[src/design/tt_pkg.sv]
package tt_pkg;

    localparam int KEY_W      = 64;
    localparam int CFG_IDX_W  = 1;
    localparam int CFG_DATA_W = 15;
    localparam int USER_W     = 1;

    localparam logic OP_PROBE = 1'b0;
    localparam logic OP_STORE = 1'b1;

    localparam logic [CFG_IDX_W-1:0] REG_GENERATION = 1'd0;
    localparam logic [CFG_IDX_W-1:0] REG_MATE_THR   = 1'd1;

    localparam logic [7:0]  GEN_RESET     = 8'd0;
    localparam logic [14:0] MATE_THR_RESET = 15'd31900;

    localparam logic [1:0] BOUND_EXACT = 2'd0;
    localparam logic [1:0] BOUND_UPPER = 2'd1;
    localparam logic [1:0] BOUND_LOWER = 2'd2;

    typedef struct packed {
        logic               unsafe;
        logic signed [15:0] score_in;
        logic [15:0]        move_in;
        logic               on_pv;
        logic signed [15:0] beta;
        logic signed [15:0] alpha;
        logic [6:0]         ply;
        logic [5:0]         depth;
        logic [KEY_W-1:0]   key;
    } tt_req_t;

    typedef struct packed {
        logic               written;
        logic signed [15:0] cutoff_score;
        logic               cutoff;
        logic [15:0]        move_out;
        logic               move_valid;
        logic               key_match;
    } tt_rsp_t;

    typedef struct packed {
        logic [KEY_W-1:0]   key;
        logic [15:0]        move;
        logic [5:0]         depth;
        logic [7:0]         gen;
        logic signed [15:0] score;
        logic [1:0]         bound;
    } tt_entry_t;

    typedef struct packed {
        logic [7:0]  generation;
        logic [14:0] mate_thr;
    } tt_cfg_t;

    localparam int REQ_W      = $bits(tt_req_t);
    localparam int RSP_W      = $bits(tt_rsp_t);
    localparam int S_TDATA_W  = ((REQ_W + 7) / 8) * 8;
    localparam int M_TDATA_W  = ((RSP_W + 7) / 8) * 8;

    function automatic logic signed [15:0] sat16(input logic signed [17:0] v);
        logic signed [15:0] r;
        if (v > 18'sd32767) begin
            r = 16'sh7fff;
        end else if (v < -18'sd32768) begin
            r = 16'sh8000;
        end else begin
            r = v[15:0];
        end
        return r;
    endfunction

endpackage

[src/design/tt_index.sv]
module tt_slot_map
    import tt_pkg::*;
#(
    parameter int ENTRIES = 16384,
    parameter int IDX_W   = $clog2(ENTRIES)
) (
    input  logic             aclk,
    input  logic             aresetn,
    input  logic             start,
    input  logic [KEY_W-1:0] key,
    output logic             done,
    output logic [IDX_W-1:0] index
);

    localparam int DIGITS = KEY_W / 8;

    function automatic logic [DIGITS*IDX_W-1:0] digit_weights();
        logic [DIGITS*IDX_W-1:0] w;
        logic [63:0]             p;
        w = '0;
        p = 64'd1 % 64'(ENTRIES);
        for (int b = 0; b < DIGITS; b++) begin
            w[IDX_W*b +: IDX_W] = IDX_W'(p);
            p = (p << 8) % 64'(ENTRIES);
        end
        return w;
    endfunction

    generate
        if ((ENTRIES & (ENTRIES - 1)) == 0) begin : g_pow2
            logic             done_reg;
            logic [IDX_W-1:0] idx_reg;

            always_ff @(posedge aclk) begin
                if (!aresetn) begin
                    done_reg <= 1'b0;
                end else begin
                    done_reg <= start;
                end
            end

            always_ff @(posedge aclk) begin
                if (start) begin
                    idx_reg <= key[IDX_W-1:0];
                end
            end

            assign done  = done_reg;
            assign index = idx_reg;
        end else begin : g_fold
            // Each key byte is weighted by its place value modulo the table size.
            // The folded sum is then reduced by a reciprocal multiply, leaving a
            // remainder below twice the table size that one subtraction corrects.
            localparam int V_W = IDX_W + 8 + $clog2(DIGITS);
            localparam logic [DIGITS*IDX_W-1:0] WEIGHTS = digit_weights();
            localparam logic [V_W-1:0] RECIP = V_W'((64'd1 << V_W) / 64'(ENTRIES));

            logic             s1_reg;
            logic             s2_reg;
            logic             s3_reg;
            logic             done_reg;
            logic [V_W-1:0]   fold_next;
            logic [V_W-1:0]   fold_reg;
            logic [2*V_W-1:0] prod;
            logic [V_W-1:0]   quot_next;
            logic [V_W-1:0]   quot_reg;
            logic [V_W-1:0]   qm;
            logic [IDX_W:0]   rem_next;
            logic [IDX_W:0]   rem_reg;
            logic [IDX_W-1:0] idx_next;
            logic [IDX_W-1:0] idx_reg;

            always_comb begin
                fold_next = '0;
                for (int b = 0; b < DIGITS; b++) begin
                    fold_next = fold_next +
                                V_W'(key[8*b +: 8]) * V_W'(WEIGHTS[IDX_W*b +: IDX_W]);
                end
                prod      = (2*V_W)'(fold_reg) * (2*V_W)'(RECIP);
                quot_next = prod[2*V_W-1:V_W];
                qm        = quot_reg * V_W'(ENTRIES);
                rem_next  = (IDX_W + 1)'(fold_reg - qm);
                if (rem_reg >= (IDX_W + 1)'(ENTRIES)) begin
                    idx_next = IDX_W'(rem_reg - (IDX_W + 1)'(ENTRIES));
                end else begin
                    idx_next = rem_reg[IDX_W-1:0];
                end
            end

            always_ff @(posedge aclk) begin
                if (!aresetn) begin
                    s1_reg   <= 1'b0;
                    s2_reg   <= 1'b0;
                    s3_reg   <= 1'b0;
                    done_reg <= 1'b0;
                end else begin
                    s1_reg   <= start;
                    s2_reg   <= s1_reg;
                    s3_reg   <= s2_reg;
                    done_reg <= s3_reg;
                end
            end

            always_ff @(posedge aclk) begin
                if (start) begin
                    fold_reg <= fold_next;
                end
                if (s1_reg) begin
                    quot_reg <= quot_next;
                end
                if (s2_reg) begin
                    rem_reg <= rem_next;
                end
                if (s3_reg) begin
                    idx_reg <= idx_next;
                end
            end

            assign done  = done_reg;
            assign index = idx_reg;
        end
    endgenerate

endmodule

[config.mk]
export PLATFORM = sky130hd
export DESIGN_NAME = tt_slot_map
export DESIGN_NICKNAME = d
export VERILOG_FILES = /design/src/design/tt_pkg.sv /design/src/design/tt_index.sv
export SDC_FILE = /design/constraint.sdc
export NUM_CORES = 1
export LEC_CHECK = 0
export ABC_AREA = 0
export BUFFER_PORTS_ARGS = -buffer_cell sky130_fd_sc_hd__buf_2
export CAP_MARGIN = 20
export CELL_PAD_IN_SITES_DETAIL_PLACEMENT = 2
export CELL_PAD_IN_SITES_GLOBAL_PLACEMENT = 2
export CORE_AREA = 8 8 71 73
export CTS_CLUSTER_DIAMETER = 50
export DETAILED_ROUTE_END_ITERATION = 12
export DIE_AREA = 0 0 79 81
export GPL_TIMING_DRIVEN = 1
export PLACE_DENSITY = 0.74
export SETUP_SLACK_MARGIN = 0.05
export SLEW_MARGIN = 10
export SYNTH_ARGS = -nofsm -noshare
export SYNTH_HDL_FRONTEND = slang
export SYNTH_SLANG_ARGS = --single-unit
[constraint.sdc]
create_clock -name aclk -period 0.9 [get_ports aclk]
set_input_delay 0.27 -clock aclk [delete_from_list [all_inputs] [get_ports aclk]]
set_output_delay 0.27 -clock aclk [all_outputs]
set_load 0.005 [all_outputs]
; ---- After elaboration in Yosys (flattened, before gate mapping)
; Cells that the tools add are included.
[totals]
reg_bits = 15
output_inout_bits = 15
word_cells = 2

; ---- Depth between registers and ports, before layout
[logic_depth]
word_depth = 0
depth_mapped = 1

; ---- Worst setup path before layout
; OpenSTA, ideal clock, no wires.
[synth_path]
path_kind = flip-flop to output port
from = register g_pow2.idx_reg[0] (netlist: index[0])
to = output index[0]
arrival_time_ps = 355
slack_ps = 275
stages_incl_launch_ff = 1
path_buffers = 0
cell_sequence = edfxtp_1
[synth_rtl]
columns = item, line
row1 = "start, declared", tt_index.sv:32  ; logic [IDX_W-1:0] idx_reg;
row2 = "start signal, assigned", tt_index.sv:44  ; idx_reg <= key[IDX_W-1:0];
row3 = "end, declared", tt_index.sv:12  ; output logic [IDX_W-1:0] index
; No word-level cell between the ends.

; ---- Final worst setup path
[layout_path]
from = register g_pow2.idx_reg[12] (netlist: index[12])
to = output index[12]
; No word-level cell between the ends.

==> out/qor.yml <==
ant_nets: 0
min_delay_path_depth: 1
grt_pass1_vias: 361
status: "finished with violations"
final_common_cell: "buf_2"
synth-simple-area-share_pct: 1.40
cts_tree: "yes"
track_usage_pct: 3.99
total_power_mw: 1.49
hold_viol: 0
setup_ws_ns: -0.114
drtIter0Drc: 3
grt_max_degree: 9
slowest_stage: "edfxtp_1"
maxCapViolCount: 0
fin_area_um2: 749
cp-end-kind: "output pin"
cts.sinks: 15
syn_area_um2: 447
vias: 292
nets: 121
mostFrequentLayoutCells: "buf_2 (31), edfxtp_1 (14), clkbuf_8 (3)"
dp_hpwl_um: 1090
coreArea_um2: 3910
cp_data_required_time_ns: 0.63
rsz0062_at_grt: "true"
synthAdderAreaFrac_pct: 0
place_area_um2: 704
fin_crit_sh_pct: 113
ios: 82
cts-root-buf: "clkbuf_8"
largest_reg_flops: 14
period_minus_slack_ns: 1.01
area_growth_pct: 67.8
die_area_um2: 6400
slew_violations: 0
fillCellCount: 455
power_density_nw_per_um2: 1990
drcViolationCount: 0
final_layout_size_suffix_gt1_share_pct: 67.9
drt-wirelength-per-cell_um: 12.2
antenna_found_initial: 0
routed_wl_um: 1260
initial_core_util_pct: 11.4
antenna_cells: 0
slew_headroom_pct: 92.9
crit_fanout: 1
finalSetupViolations: 15
synth_top_family_by_area: "simple AND/OR/NAND/NOR gates"
cp.buffers_inverters: 1
synth-compound-area-share_pct: 0
yosysSeqAreaShare_pct: 98.6
portBuffers: 31
arrival_ns: 0.74
die_h_um: 81
grt_pass1_wl_um: 1810
max_stage_delay_ns: 0.36
ys_warn_count: 0
h-tree-depth: 1
cts_buffer_depth: 2
die_x_um: 79
grt_overflow: 0
crit_family: "flip-flops"
ir_worst_vdd_uv: 506
leakage_nw: 0.312
min_to: "index[1]"
synthCells: 16
synthMuxAreaShare_pct: 0
gp_congestion: 0.680
worstMarginPinSlew_ns: 0.108
cts_setup_buffers: 0
syn_nets: 83
synth_cell_types: 3
multi_input_area_um2: 6.26
place_ws_ns: 0.0662
cts_made_buffers: 3
drt_pass1_iterations: 3
synth_xor_xnor_area_share_pct: 0
hold_class: "in -> reg"
hold_buffers: 0
synth.avg_cell_area_um2: 27.9
register_area_um2: 440
fmax_mhz: 987
critical_path_class: "reg -> out"
synth_seq_cells: 15
via_per_inst: 2.83
hp-start: "key[1]"
crit_chain: "buf_2"
setup.worst_path.start_class: "register"
clk_pin_slew_worst_paths_ns: 0.06
violations: "negative setup slack"
placementRows: 23
## cells in the mapped netlist (all sizes together)
cell / number / area, um^2
edfxtp: 14 / 420
dfxtp: 1 / 20.0
and2: 1 / 6.26
## kinds of logic after synthesis
logic type	after synthesis
AND/OR/NAND/NOR	1
flip-flops	15
## cell type report
type | instances | area share, %
Sequential cell | 15 | 58.8
Timing Repair Buffer | 33 | 26.0
Tap cell | 50 | 8.35
Clock buffer | 4 | 6.01
Multi-Input combinational cell | 1 | 0.835
## per-stage QoR
step | instances | hold slack, ns | utilization [%] | TNS (ns)
final | 103 | 0.201 | 19.1 | -1.48
after floorplan | 16 | 0.369 | - | 0
after CTS | 103 | 0.194 | 19.1 | -1.75
after detailed placement | 99 | 0.449 | 18.0 | 0
after global routing | 103 | 0.188 | 19.1 | -2.03
after global placement | 99 | 0.446 | 18.0 | 0
## power breakdown
part	switching, mW	leakage (nW)	internal, mW
Clock	0.212	0.0228	0.313
Sequential	0.0121	0.145	0.822
Combinational	0.0573	0.144	0.0749
## worst max path at each step
stage / start / end / slack, ns / depth (start not counted)
floorplan: index[0] / index[0] / 0.27 / 0
global placement: start / index[10] / 0.08 / 2
detailed placement: start / index[13] / 0.07 / 2
CTS: index[3] / index[3] / -0.14 / 1
global route: index[3] / index[3] / -0.18 / 1
finish: index[12] / index[12] / -0.11 / 1
## metal layers
| layer | vias to the layer above | global-route usage [%] | share of wire [%] |
|---|---|---|---|
| li1 | 135 | - | - |
| met1 | 141 | 3.37 | 34 |
| met2 | 14 | 7.56 | 59 |
| met3 | 2 | 1.88 | 5.9 |
| met4 | 0 | 2.22 | 1.7 |
| met5 | - | 0 | 0 |
## what timing repair did
action	in CTS	in global routing
resized for setup	0	0
endpoints found under the setup margin	15	15
endpoints found under the hold margin	0	0
Power figures use the tool's default switching activity.
