===== src/design/tt_pkg.sv =====
package tt_pkg;

    localparam int KEY_W      = 64;
    localparam int CFG_IDX_W  = 1;
    localparam int CFG_DATA_W = 15;
    localparam int USER_W     = 1;

    localparam logic OP_PROBE = 1'b0;
    localparam logic OP_STORE = 1'b1;

    localparam logic [CFG_IDX_W-1:0] REG_GENERATION = 1'd0;
    localparam logic [CFG_IDX_W-1:0] REG_MATE_THR   = 1'd1;

    localparam logic [7:0]  GEN_RESET     = 8'd0;
    localparam logic [14:0] MATE_THR_RESET = 15'd31900;

    localparam logic [1:0] BOUND_EXACT = 2'd0;
    localparam logic [1:0] BOUND_UPPER = 2'd1;
    localparam logic [1:0] BOUND_LOWER = 2'd2;

    typedef struct packed {
        logic               unsafe;
        logic signed [15:0] score_in;
        logic [15:0]        move_in;
        logic               on_pv;
        logic signed [15:0] beta;
        logic signed [15:0] alpha;
        logic [6:0]         ply;
        logic [5:0]         depth;
        logic [KEY_W-1:0]   key;
    } tt_req_t;

    typedef struct packed {
        logic               written;
        logic signed [15:0] cutoff_score;
        logic               cutoff;
        logic [15:0]        move_out;
        logic               move_valid;
        logic               key_match;
    } tt_rsp_t;

    typedef struct packed {
        logic [KEY_W-1:0]   key;
        logic [15:0]        move;
        logic [5:0]         depth;
        logic [7:0]         gen;
        logic signed [15:0] score;
        logic [1:0]         bound;
    } tt_entry_t;

    typedef struct packed {
        logic [7:0]  generation;
        logic [14:0] mate_thr;
    } tt_cfg_t;

    localparam int REQ_W      = $bits(tt_req_t);
    localparam int RSP_W      = $bits(tt_rsp_t);
    localparam int S_TDATA_W  = ((REQ_W + 7) / 8) * 8;
    localparam int M_TDATA_W  = ((RSP_W + 7) / 8) * 8;

    function automatic logic signed [15:0] sat16(input logic signed [17:0] v);
        logic signed [15:0] r;
        if (v > 18'sd32767) begin
            r = 16'sh7fff;
        end else if (v < -18'sd32768) begin
            r = 16'sh8000;
        end else begin
            r = v[15:0];
        end
        return r;
    endfunction

endpackage


===== src/design/tt_update.sv =====
module tt_update
    import tt_pkg::*;
(
    input  tt_cfg_t   cfg,
    input  logic      opcode,
    input  tt_req_t   req,
    input  tt_entry_t entry,
    output tt_rsp_t   rsp,
    output logic      wr_en,
    output tt_entry_t wr_entry
);

    logic               match;
    logic               current;
    logic               cut_ok;
    logic               hit;
    logic signed [17:0] thr_s;
    logic signed [17:0] ply_s;
    logic signed [17:0] p0;
    logic signed [17:0] p1;
    logic signed [17:0] p2;
    logic signed [15:0] probe_s;
    logic signed [17:0] w0;
    logic signed [15:0] w1;
    logic signed [17:0] w1x;
    logic signed [15:0] w2;
    logic [1:0]         bound_new;

    always_comb begin
        thr_s   = $signed({3'b000, cfg.mate_thr});
        ply_s   = $signed({11'd0, req.ply});
        match   = entry.key == req.key;
        current = entry.gen == cfg.generation;
        cut_ok  = match && current && (entry.depth >= req.depth) && !req.on_pv;

        // Stored scores are ply-relative; bring mate scores back to the root.
        p0 = 18'(entry.score);
        p1 = (p0 >= thr_s) ? p0 - ply_s : p0;
        p2 = (p1 <= -thr_s) ? p1 + ply_s : p1;
        probe_s = sat16(p2);

        case (entry.bound)
            BOUND_EXACT: hit = 1'b1;
            BOUND_UPPER: hit = probe_s <= req.alpha;
            BOUND_LOWER: hit = probe_s >= req.beta;
            default:     hit = 1'b0;
        endcase

        w0  = 18'(req.score_in);
        w1  = (w0 >= thr_s) ? sat16(w0 + ply_s) : req.score_in;
        w1x = 18'(w1);
        w2  = (w1x <= -thr_s) ? sat16(w1x - ply_s) : w1;

        if (req.score_in <= req.alpha) begin
            bound_new = BOUND_UPPER;
        end else if (req.score_in >= req.beta) begin
            bound_new = BOUND_LOWER;
        end else begin
            bound_new = BOUND_EXACT;
        end

        wr_en = (opcode == OP_STORE) && !req.unsafe &&
                (!current || (req.depth >= entry.depth));

        wr_entry.key   = req.key;
        wr_entry.move  = req.move_in;
        wr_entry.depth = req.depth;
        wr_entry.gen   = cfg.generation;
        wr_entry.score = w2;
        wr_entry.bound = bound_new;

        rsp = '0;
        if (opcode == OP_PROBE) begin
            rsp.key_match  = match;
            rsp.move_valid = match && current;
            rsp.move_out   = (match && current) ? entry.move : 16'd0;
            rsp.cutoff     = cut_ok && hit;
            rsp.cutoff_score = (cut_ok && hit) ? probe_s : 16'sd0;
        end else begin
            rsp.written = wr_en;
        end
    end

endmodule


===== config.mk =====
export PLATFORM = sky130hd
export DESIGN_NAME = tt_update
export DESIGN_NICKNAME = d
export VERILOG_FILES = /design/src/design/tt_pkg.sv /design/src/design/tt_update.sv
export SDC_FILE = /design/constraint.sdc
export NUM_CORES = 1
export LEC_CHECK = 0
export ABC_AREA = 1
export ABC_CLOCK_PERIOD_IN_PS = 18200
export BUFFER_PORTS_ARGS = -buffer_cell sky130_fd_sc_hd__buf_2
export CORE_AREA = 2 2 168 170
export DETAILED_ROUTE_END_ITERATION = 12
export DIE_AREA = 0 0 170 172
export SLEW_MARGIN = 20
export SYNTH_ARGS = -nofsm -noshare
export SYNTH_HDL_FRONTEND = slang
export SYNTH_SLANG_ARGS = --single-unit
export TNS_END_PERCENT = 100

===== constraint.sdc =====
create_clock -name vclk -period 18.2
set_input_delay 5.46 -clock vclk [all_inputs]
set_output_delay 5.46 -clock vclk [all_outputs]
set_load 0.02 [all_outputs]

* Word level (Yosys, flattened, before mapping)
Index checks and enable logic that the tools add are counted.
** Operators by class
- Add/sub/neg operators :: 5
- Equality and inequality tests :: 4
- Mux-type cells :: 17
- Reductions and logical operators :: 11
- $lt $le $gt $ge :: 16
** Operators with widths (count)
- two-way mux 16 bit :: 10
- equality test 64 bit :: 1
- greater-or-equal comparator 16 bit :: 4
- two-way mux 18 bit :: 2
- two-way mux 35 bit :: 1
- greater-than comparator 17 x 16 -> 1 bit, second input constant :: 2
- less-than comparator 17 x 16 -> 1 bit, second input constant :: 2
- subtractor 16 x 8 -> 17 bit :: 2
- less-or-equal comparator 16 bit :: 2
- adder 18 x 8 -> 18 bit :: 1
- greater-than comparator 18 x 16 -> 1 bit, second input constant :: 1
- less-or-equal comparator 16 x 18 -> 1 bit :: 1
- less-or-equal comparator 18 bit :: 1
- less-than comparator 18 x 16 -> 1 bit, second input constant :: 1
- negator 15 -> 18 bit :: 1
- adder 16 x 8 -> 17 bit :: 1
- greater-or-equal comparator 6 bit :: 2
- equality test 8 bit :: 1
- logical AND 1 bit :: 6
- two-way mux 2 bit :: 2
- logical NOT 1 bit :: 3
- one-hot mux 1 bit (3 select lines) :: 1
- equality test 2 x 1 -> 1 bit, second input constant :: 1
- equality test 2 bit, second input constant :: 1
- 3 further kinds :: 3
** Word-level totals
- Output and inout port bits :: 149
- Logic and storage cells :: 53
- Register bits after elaboration :: 0

* Logic depth before layout (Yosys ltp)
Gate-level depths: netlist of run 1.
- Depth in word-level cells :: 12
- Gate-level depth with buffers :: 55

* Worst setup path before layout of run 1
No wires, ideal clock.
- Path kind :: input port to output port
- Start point :: input cfg[11] (netlist bit)
- End point :: output rsp[26] (netlist bit)
- Path buffers :: 3
- Arrival time :: 11103 ps
- Data required time :: 12740 ps
- Stages :: 38
- Slack :: 1637 ps
- Path through :: inv_1 > ha_1 > nand2_1 > inv_2 > nand3_2 > nor4_2 > nand2_2 > nand2_2 > buf_6 > inv_2 > or2_2 > o21ai_0 > ha_1 > inv_1 > fa_1 > o21ai_0 > a21oi_1 > o21bai_1 > [2 not listed] > nor2_2 > nand3_1 > nand3_1 > nand2_4 > buf_6 > nand2_2 > nand2_1 > ha_1 > nand4_1 > inv_1 > nand4_1 > or4_1 > nand3_1 > o21bai_1 > o21ai_0 > nand2_1 > clkbuf_1 > a21oi_1
** RTL lines
- start, declared :: line tt_update.sv:4 : input tt_cfg_t cfg,
- end, declared :: line tt_update.sv:8 : output tt_rsp_t rsp,

==> impl_metrics.tcl, run 1 <==
set metrics [dict create \
    status "complete, no violations" \
    critical-path-top-delay-family "simple AND/OR/NAND/NOR gates" \
    combPwrFrac_pct 100.0 \
    peakVddDrop_v 0.0000153 \
    fmax_ghz 0.0571 \
    finalWirelength_um 38300 \
    crit_buf_inv 7 \
    cts_hold_buf 0 \
    seqPwrFrac_pct 0 \
    worstPathMaxFanout 17 \
    yosysMostFrequentCell "nand2_1" \
    syn_area_um2 8880 \
    fin_area_um2 10600 \
    post-route-period-util_pct 96.3 \
    die_y_um 172 \
    swShare_pct 62.8 \
    fin_cells 2119 \
    die_area_um2 29200 \
    critPathMaxStageDelay_ns 0.55 \
    place_congestion 1.01 \
    cp-end-kind "primary output" \
    leakagePower_uw 0.00638 \
    cp-start-kind "primary input" \
    core_um2 27500 \
    synth_area_leaders "ha_1, nand2_1, inv_1" \
    syn_inst 1476 \
    yosys.area.top_type "ha_1" \
    arrival_ns 12.07 \
    postRouteAntennaNets 0 \
    internal_power_uw 130 \
    grt_max_degree 22 \
    syn_nets 1924 \
    grt_overflow_total 0 \
    setup_tns_ns 0 \
    num_rows 61 \
    syn_area_per_cell_um2 6.01 \
    drive_gt1_share_pct 29.6 \
    yosysWarningCount 0 \
    fin_nets 2223 \
    first_pass_iters 6 \
    nClkBuffers 0 \
    nFillCells 3108 \
    regArea_um2 0 \
    synth_cell_types 54 \
    flops_and_latches 0 \
    max_cap_violations 0 \
    rsz0062_at_grt "no" \
    synthToLayoutAreaGrowth_pct 19.0 \
    hold_path_class "in -> out" \
    place_inst 2119 \
    tightest_slew_ns 0.736 \
    diodes 0 \
    power_frac_clock_pct 0 \
    slowest_stage "or4_1" \
    wire_per_inst_um 18.1 \
    hold_depth 0 \
    required_ns 12.74 \
    p_switching_uw 219 \
    drcViolationCount 0 \
    grt_util_all_layers_pct 25.0 \
    vias 10472 \
    dr.first_iter.drc_count 628 \
    hold_start "req[111]" \
    crit_cells 37 \
    critPathKind "in -> out" \
    yosysSeqAreaShare_pct 0 \
    die_w_um 170 \
    slew_headroom_pct 50.4 \
    io_buffers 396 \
    via_per_inst 4.94 \
    hold_viol 0 \
    synth_top_area_share_pct 23.3 \
    dpl.hpwl_um 35100 \
    place_area_um2 10600 \
    grt_pass1_vias 9736 \
    power.density_nw_per_um2 33.1 \
    start_util_pct 32.3 \
    antenna_found_initial 1 \
    cp-startpoint "cfg[14]" \
    slew_viol_final 0 \
    fin_crit_ns 17.53 \
    grt_pass1_wl_um 55800 \
    ioPinCount 428 \
    postCtsSetupRepairBufs 0 \
    ys_top_cells_by_count "nand2_1, inv_1, ha_1" \
    finalSetupViolations 0 \
]
==> placed cells by master, fill, tap and decap left out, drive strengths merged, types with 2 or more instances in the layout <==
master  instances
nand4          30
nand3b          3
o31ai           2
buf           405
a31oi           5
o211ai          8
o21bai          4
a21oi         109
xor2           52
ha            165
nor3           22
o21a            4
nand2         341
a22oi           2
a21o            5
nand3          97
o22ai           2
xnor2          34
nor2          125
o21ai          44
or2            37
nor4           13
a211oi          2
fa              4
o221ai          2
inv           247
==> per-stage QoR <==
| stage | util, % | setup slack (ns) | total power [uW] | hold slack [ns] |
|---|---|---|---|---|
| after floorplan | - | 1.64 | 238 | 11.00 |
| after global placement | 38.4 | 0.705 | 340 | 10.92 |
| after global routing | 38.4 | 0.0108 | 389 | 10.92 |
| after detailed placement | 38.4 | 0.471 | 345 | 10.92 |
| final | 38.4 | 0.675 | 349 | 10.92 |
| after CTS | 38.4 | 0.456 | 346 | 10.92 |
==> cell families after synthesis <==
kind of cell / after synthesis / synth area share (%)
xor gates and xnor gates: 86 / 8.48
and+or+nand+nor: 671 / 35.0
adders and majority gates: 169 / 24.2
AOI/OAI and AO/OA: 194 / 12.8
buffers and inverters: 356 / 19.5
==> final timing paths <==
kind | to
worst max-delay path | rsp[26]
worst min-delay path | wr_entry[33]
==> power by group through the flow <==
stage	clock network (uW)	logic [uW]	registers [uW]
after floorplan	0	238	0
after global placement	0	340	0
after global routing	0	389	0
final	0	349	0
after CTS	0	346	0
after detailed placement	0	345	0
==> final cells by class <==
class	instances	area, um^2	share of cell area [%]
multi-input combinational	1120	7140	67.7
timing repair buffer	405	2050	19.4
inverter	248	933	8.84
tap	346	433	4.10
==> layer usage <==
| metal | part of all wire (%) | vias up | global-route usage (%) | wire length (um) |
|---|---|---|---|---|
| li1 | - | 5309 | - | - |
| met4 | 1.2 | 0 | 2.68 | 456 |
| met3 | 8.4 | 27 | 4.23 | 3200 |
| met1 | 48 | 4727 | 35.6 | 18300 |
| met5 | 0 | - | 0 | 0 |
| met2 | 43 | 409 | 40.9 | 16400 |
==> timing repair <==
item | CTS | global route
endpoints found under the hold margin | 0 | 0
setup endpoints to repair | 0 | 16
gates resized for setup | 0 | 1
(Power assumes the default switching activity.)
==> run 2, diff against run 1 <==
--- a/config.mk
+++ b/config.mk
@@ -10,5 +10,5 @@
 export BUFFER_PORTS_ARGS = -buffer_cell sky130_fd_sc_hd__buf_2
-export CORE_AREA = 2 2 168 170
+export CORE_MARGIN = 1.5
+export CORE_UTILIZATION = 31
 export DETAILED_ROUTE_END_ITERATION = 12
-export DIE_AREA = 0 0 170 172
 export SLEW_MARGIN = 20
==> constraint.sdc (replaced) <==
create_clock -name vclk -period 18.2
set_input_delay 5.46 -clock vclk [all_inputs]
set_output_delay 5.46 -clock vclk [all_outputs]
set_load 0.05 [all_outputs]
==> impl_metrics.tcl, run 2 (synthesis results as in run 1) <==
set metrics [dict create \
    rsz0062_at_grt "no" \
    crit_cells 39 \
    arrival_ns 11.90 \
    max_cap_violations 0 \
    fmax_ghz 0.0576 \
    met2_length_um 16000 \
    drive_gt1_share_pct 29.7 \
    required_ns 12.74 \
    die_w_um 172 \
    tightest_slew_ns 0.724 \
    dr.first_iter.drc_count 723 \
    hold_viol 0 \
    grt_pass1_vias 9850 \
    nFillCells 3099 \
    met1Wirelength_um 17800 \
    cp-end-kind "primary output" \
    critPathMaxStageDelay_ns 0.53 \
    power_frac_clock_pct 0 \
    combPwrFrac_pct 100.0 \
    postRouteAntennaNets 0 \
    post-route-period-util_pct 95.4 \
    grt_pass1_wl_um 55000 \
    fin_area_um2 10600 \
    internal_power_uw 130 \
    dpl.hpwl_um 34300 \
    place_ws_ns 0.379 \
    place_congestion 1.02 \
    hold_path_class "in -> out" \
    p_switching_uw 259 \
    core_um2 28000 \
    start_util_pct 31.7 \
    vias 10384 \
    leakagePower_uw 0.00640 \
    grt_overflow_total 0 \
    via_per_inst 4.82 \
    wire_per_inst_um 17.4 \
    fin_nets 2226 \
    setup_ws_ns 0.840 \
    dr_wl_met3_um 3170 \
    critical-path-top-delay-family "simple AND/OR/NAND/NOR gates" \
    first_pass_iters 5 \
    grt_max_degree 22 \
    finalSetupViolations 0 \
    antenna_found_initial 1 \
    top_layer "met4" \
    worstPathMaxFanout 17 \
    hold_depth 0 \
    swShare_pct 66.5 \
    final_common_cell "buf_2" \
    power.density_nw_per_um2 36.5 \
    crit_buf_inv 9 \
    hold_end "wr_entry[33]" \
    setup_tns_ns 0 \
    peakVddDrop_v 0.0000217 \
    status "complete, no violations" \
    drcViolationCount 0 \
    slowest_stage "or4_1" \
    die_y_um 172 \
    most-common-layout-cells "buf_2, nand2_1, inv_1" \
    io_buffers 396 \
    multi_input_area_um2 7150 \
    slew_headroom_pct 51.6 \
    regArea_um2 0 \
    fin_crit_ns 17.36 \
    flops_and_latches 0 \
    fin_util_pct 38.0 \
    nClkBuffers 0 \
    finalWirelength_um 37400 \
    diodes 0 \
    num_rows 61 \
    ioPinCount 428 \
    hold_start "req[111]" \
    critPathKind "in -> out" \
    place_area_um2 10600 \
    grt_util_all_layers_pct 24.5 \
    synthToLayoutAreaGrowth_pct 19.9 \
    cp-start-kind "primary input" \
    seqPwrFrac_pct 0 \
    die_area_um2 29700 \
    slew_viol_final 0 \
]
## run 2: timing repair
item                                    4_1_cts  5_1_grt
endpoints found under the hold margin         0        0
gates resized for setup                       0        4
endpoints found under the setup margin        0       17
hold buffers                                  0        0
buffers inserted                              0        1
## run 2: how the worst max path moves through the flow
stage | startpoint | slack [ns] | endpoint
global placement | cfg[11] | 0.50 | rsp[22]
floorplan | cfg[11] | 1.22 | rsp[26]
CTS | cfg[11] | 0.36 | rsp[22]
finish | cfg[11] | 0.84 | rsp[22]
global route | cfg[14] | 0.11 | rsp[22]
detailed placement | cfg[11] | 0.38 | rsp[22]
## run 2: metal layers
layer	global-route usage, %	vias to the layer above
met5	0	-
met4	2.27	0
met3	3.55	23
met2	40.0	427
met1	34.9	4636
li1	-	5298
## run 2: power groups by stage
| stage | clock network [uW] | logic [uW] | registers, uW |
|---|---|---|---|
| after floorplan | 0 | 282 | 0 |
| after global placement | 0 | 381 | 0 |
| after detailed placement | 0 | 385 | 0 |
| after CTS | 0 | 387 | 0 |
| after global routing | 0 | 431 | 0 |
| final | 0 | 389 | 0 |
## run 2: stage by stage
stage	instances	hold WS [ns]	power [uW]
finish	2154	10.92	389
global route	2154	10.92	431
CTS	2153	10.92	387
detailed placement	2153	10.92	385
global placement	2153	10.92	381
floorplan	1476	11.09	282
## run 2: layout make-up
class | instances | share of cell area [%]
repair buffers | 408 | 19.6
well taps | 378 | 4.44
inverters | 248 | 8.77
multi-input cells | 1120 | 67.2
==> run 3, diff against run 2 <==
REMOVE_ABC_BUFFERS = 1   (was not set)
==> impl_metrics.tcl, run 3 (synthesis results as in run 1) <==
set metrics [dict create \
    finalSetupViolations 0 \
    place_congestion 1.00 \
    via_per_inst 4.90 \
    antenna_found_initial 4 \
    fin_util_pct 37.8 \
    max_cap_violations 0 \
    die_y_um 172 \
    start_util_pct 31.7 \
    place_ws_ns 0.239 \
    wire_per_inst_um 20.0 \
    peakVddDrop_v 0.0000305 \
    slew_viol_final 0 \
    crit_buf_inv 8 \
    most-common-layout-cells "buf_2, nand2_1, inv_1" \
    arrival_ns 12.14 \
    power.density_nw_per_um2 36.7 \
    hold_viol 0 \
    cts_hold_buf 0 \
    cp-end-kind "primary output" \
    totalPowerFinal_uw 389 \
    finalWirelength_um 43000 \
    critPathKind "in -> out" \
    dr.first_iter.drc_count 652 \
    drcViolationCount 0 \
    required_ns 12.74 \
    dpl.hpwl_um 39200 \
    hold_depth 0 \
    leakagePower_uw 0.00636 \
    final_common_cell "buf_2" \
    fin_crit_ns 17.60 \
    nFillCells 3179 \
    grt_overflow_total 0 \
    regArea_um2 0 \
    tightest_slew_ns 0.814 \
    grt_pass1_vias 9867 \
    first_pass_iters 5 \
    multi_input_area_um2 7150 \
    postRouteAntennaNets 0 \
    die_w_um 172 \
    worstPathMaxFanout 17 \
    num_rows 61 \
    die_area_um2 29700 \
    grt_util_all_layers_pct 28.0 \
    critical-path-top-delay-family "simple AND/OR/NAND/NOR gates" \
    crit_cells 41 \
    slowest_stage "fa_1" \
    place_inst 2146 \
    nClkBuffers 0 \
    post-route-period-util_pct 96.7 \
    vias 10536 \
    ioPinCount 428 \
    slew_headroom_pct 45.2 \
    hold_path_class "in -> out" \
    grt_max_degree 22 \
    status "complete, no violations" \
    cp-start-kind "primary input" \
    flops_and_latches 0 \
    critPathMaxStageDelay_ns 0.40 \
    io_buffers 396 \
    synthToLayoutAreaGrowth_pct 19.4 \
    fin_cells 2152 \
    fmax_ghz 0.0568 \
    drive_gt1_share_pct 29.5 \
    grt_pass1_wl_um 60500 \
    setup_tns_ns 0 \
    setup_ws_ns 0.600 \
    core_um2 28000 \
    fin_nets 2219 \
    rsz0062_at_grt "no" \
]
-- run 3: worst paths after layout --
kind,slack (ns),to,from
hold / removal,10.92,wr_entry[41],req[119]
setup / recovery,0.60,rsp[22],cfg[14]
-- run 3: cell type report --
type               count  area share, %
multi-input cells   1120           67.4
repair buffers       401           19.2
inverters            248           8.81
well taps            378           4.46
diodes                 5          0.118
-- run 3: metal layers --
metal | up-vias | wire [um] | track usage (%)
li1 | 5294 | - | -
met1 | 4719 | 18200 | 35.6
met2 | 477 | 17900 | 44.2
met3 | 46 | 4940 | 8.65
met4 | 0 | 1940 | 10.8
met5 | - | 0 | 0.174
-- run 3: stage by stage --
step	hold WS, ns	area, um^2
after floorplan	10.92	8080
after global placement	10.93	10600
after detailed placement	10.93	10600
after CTS	10.93	10600
after global routing	10.92	10600
final	10.92	10600
-- run 3: power breakdown --
group / total [uW] / leakage [uW] / internal (uW) / switching [uW]
sequential: 0 / 0 / 0 / 0
combinational: 389 / 0.00636 / 128 / 261
clock: 0.0000368 / 0.0000000317 / 0.0000368 / 0
total: 389 / 0.00636 / 128 / 261
-- run 3: repair_timing --
item | in CTS | in global routing
setup buffers | 0 | 1
gates resized for setup | 0 | 2
endpoints found under the setup margin | 0 | 17
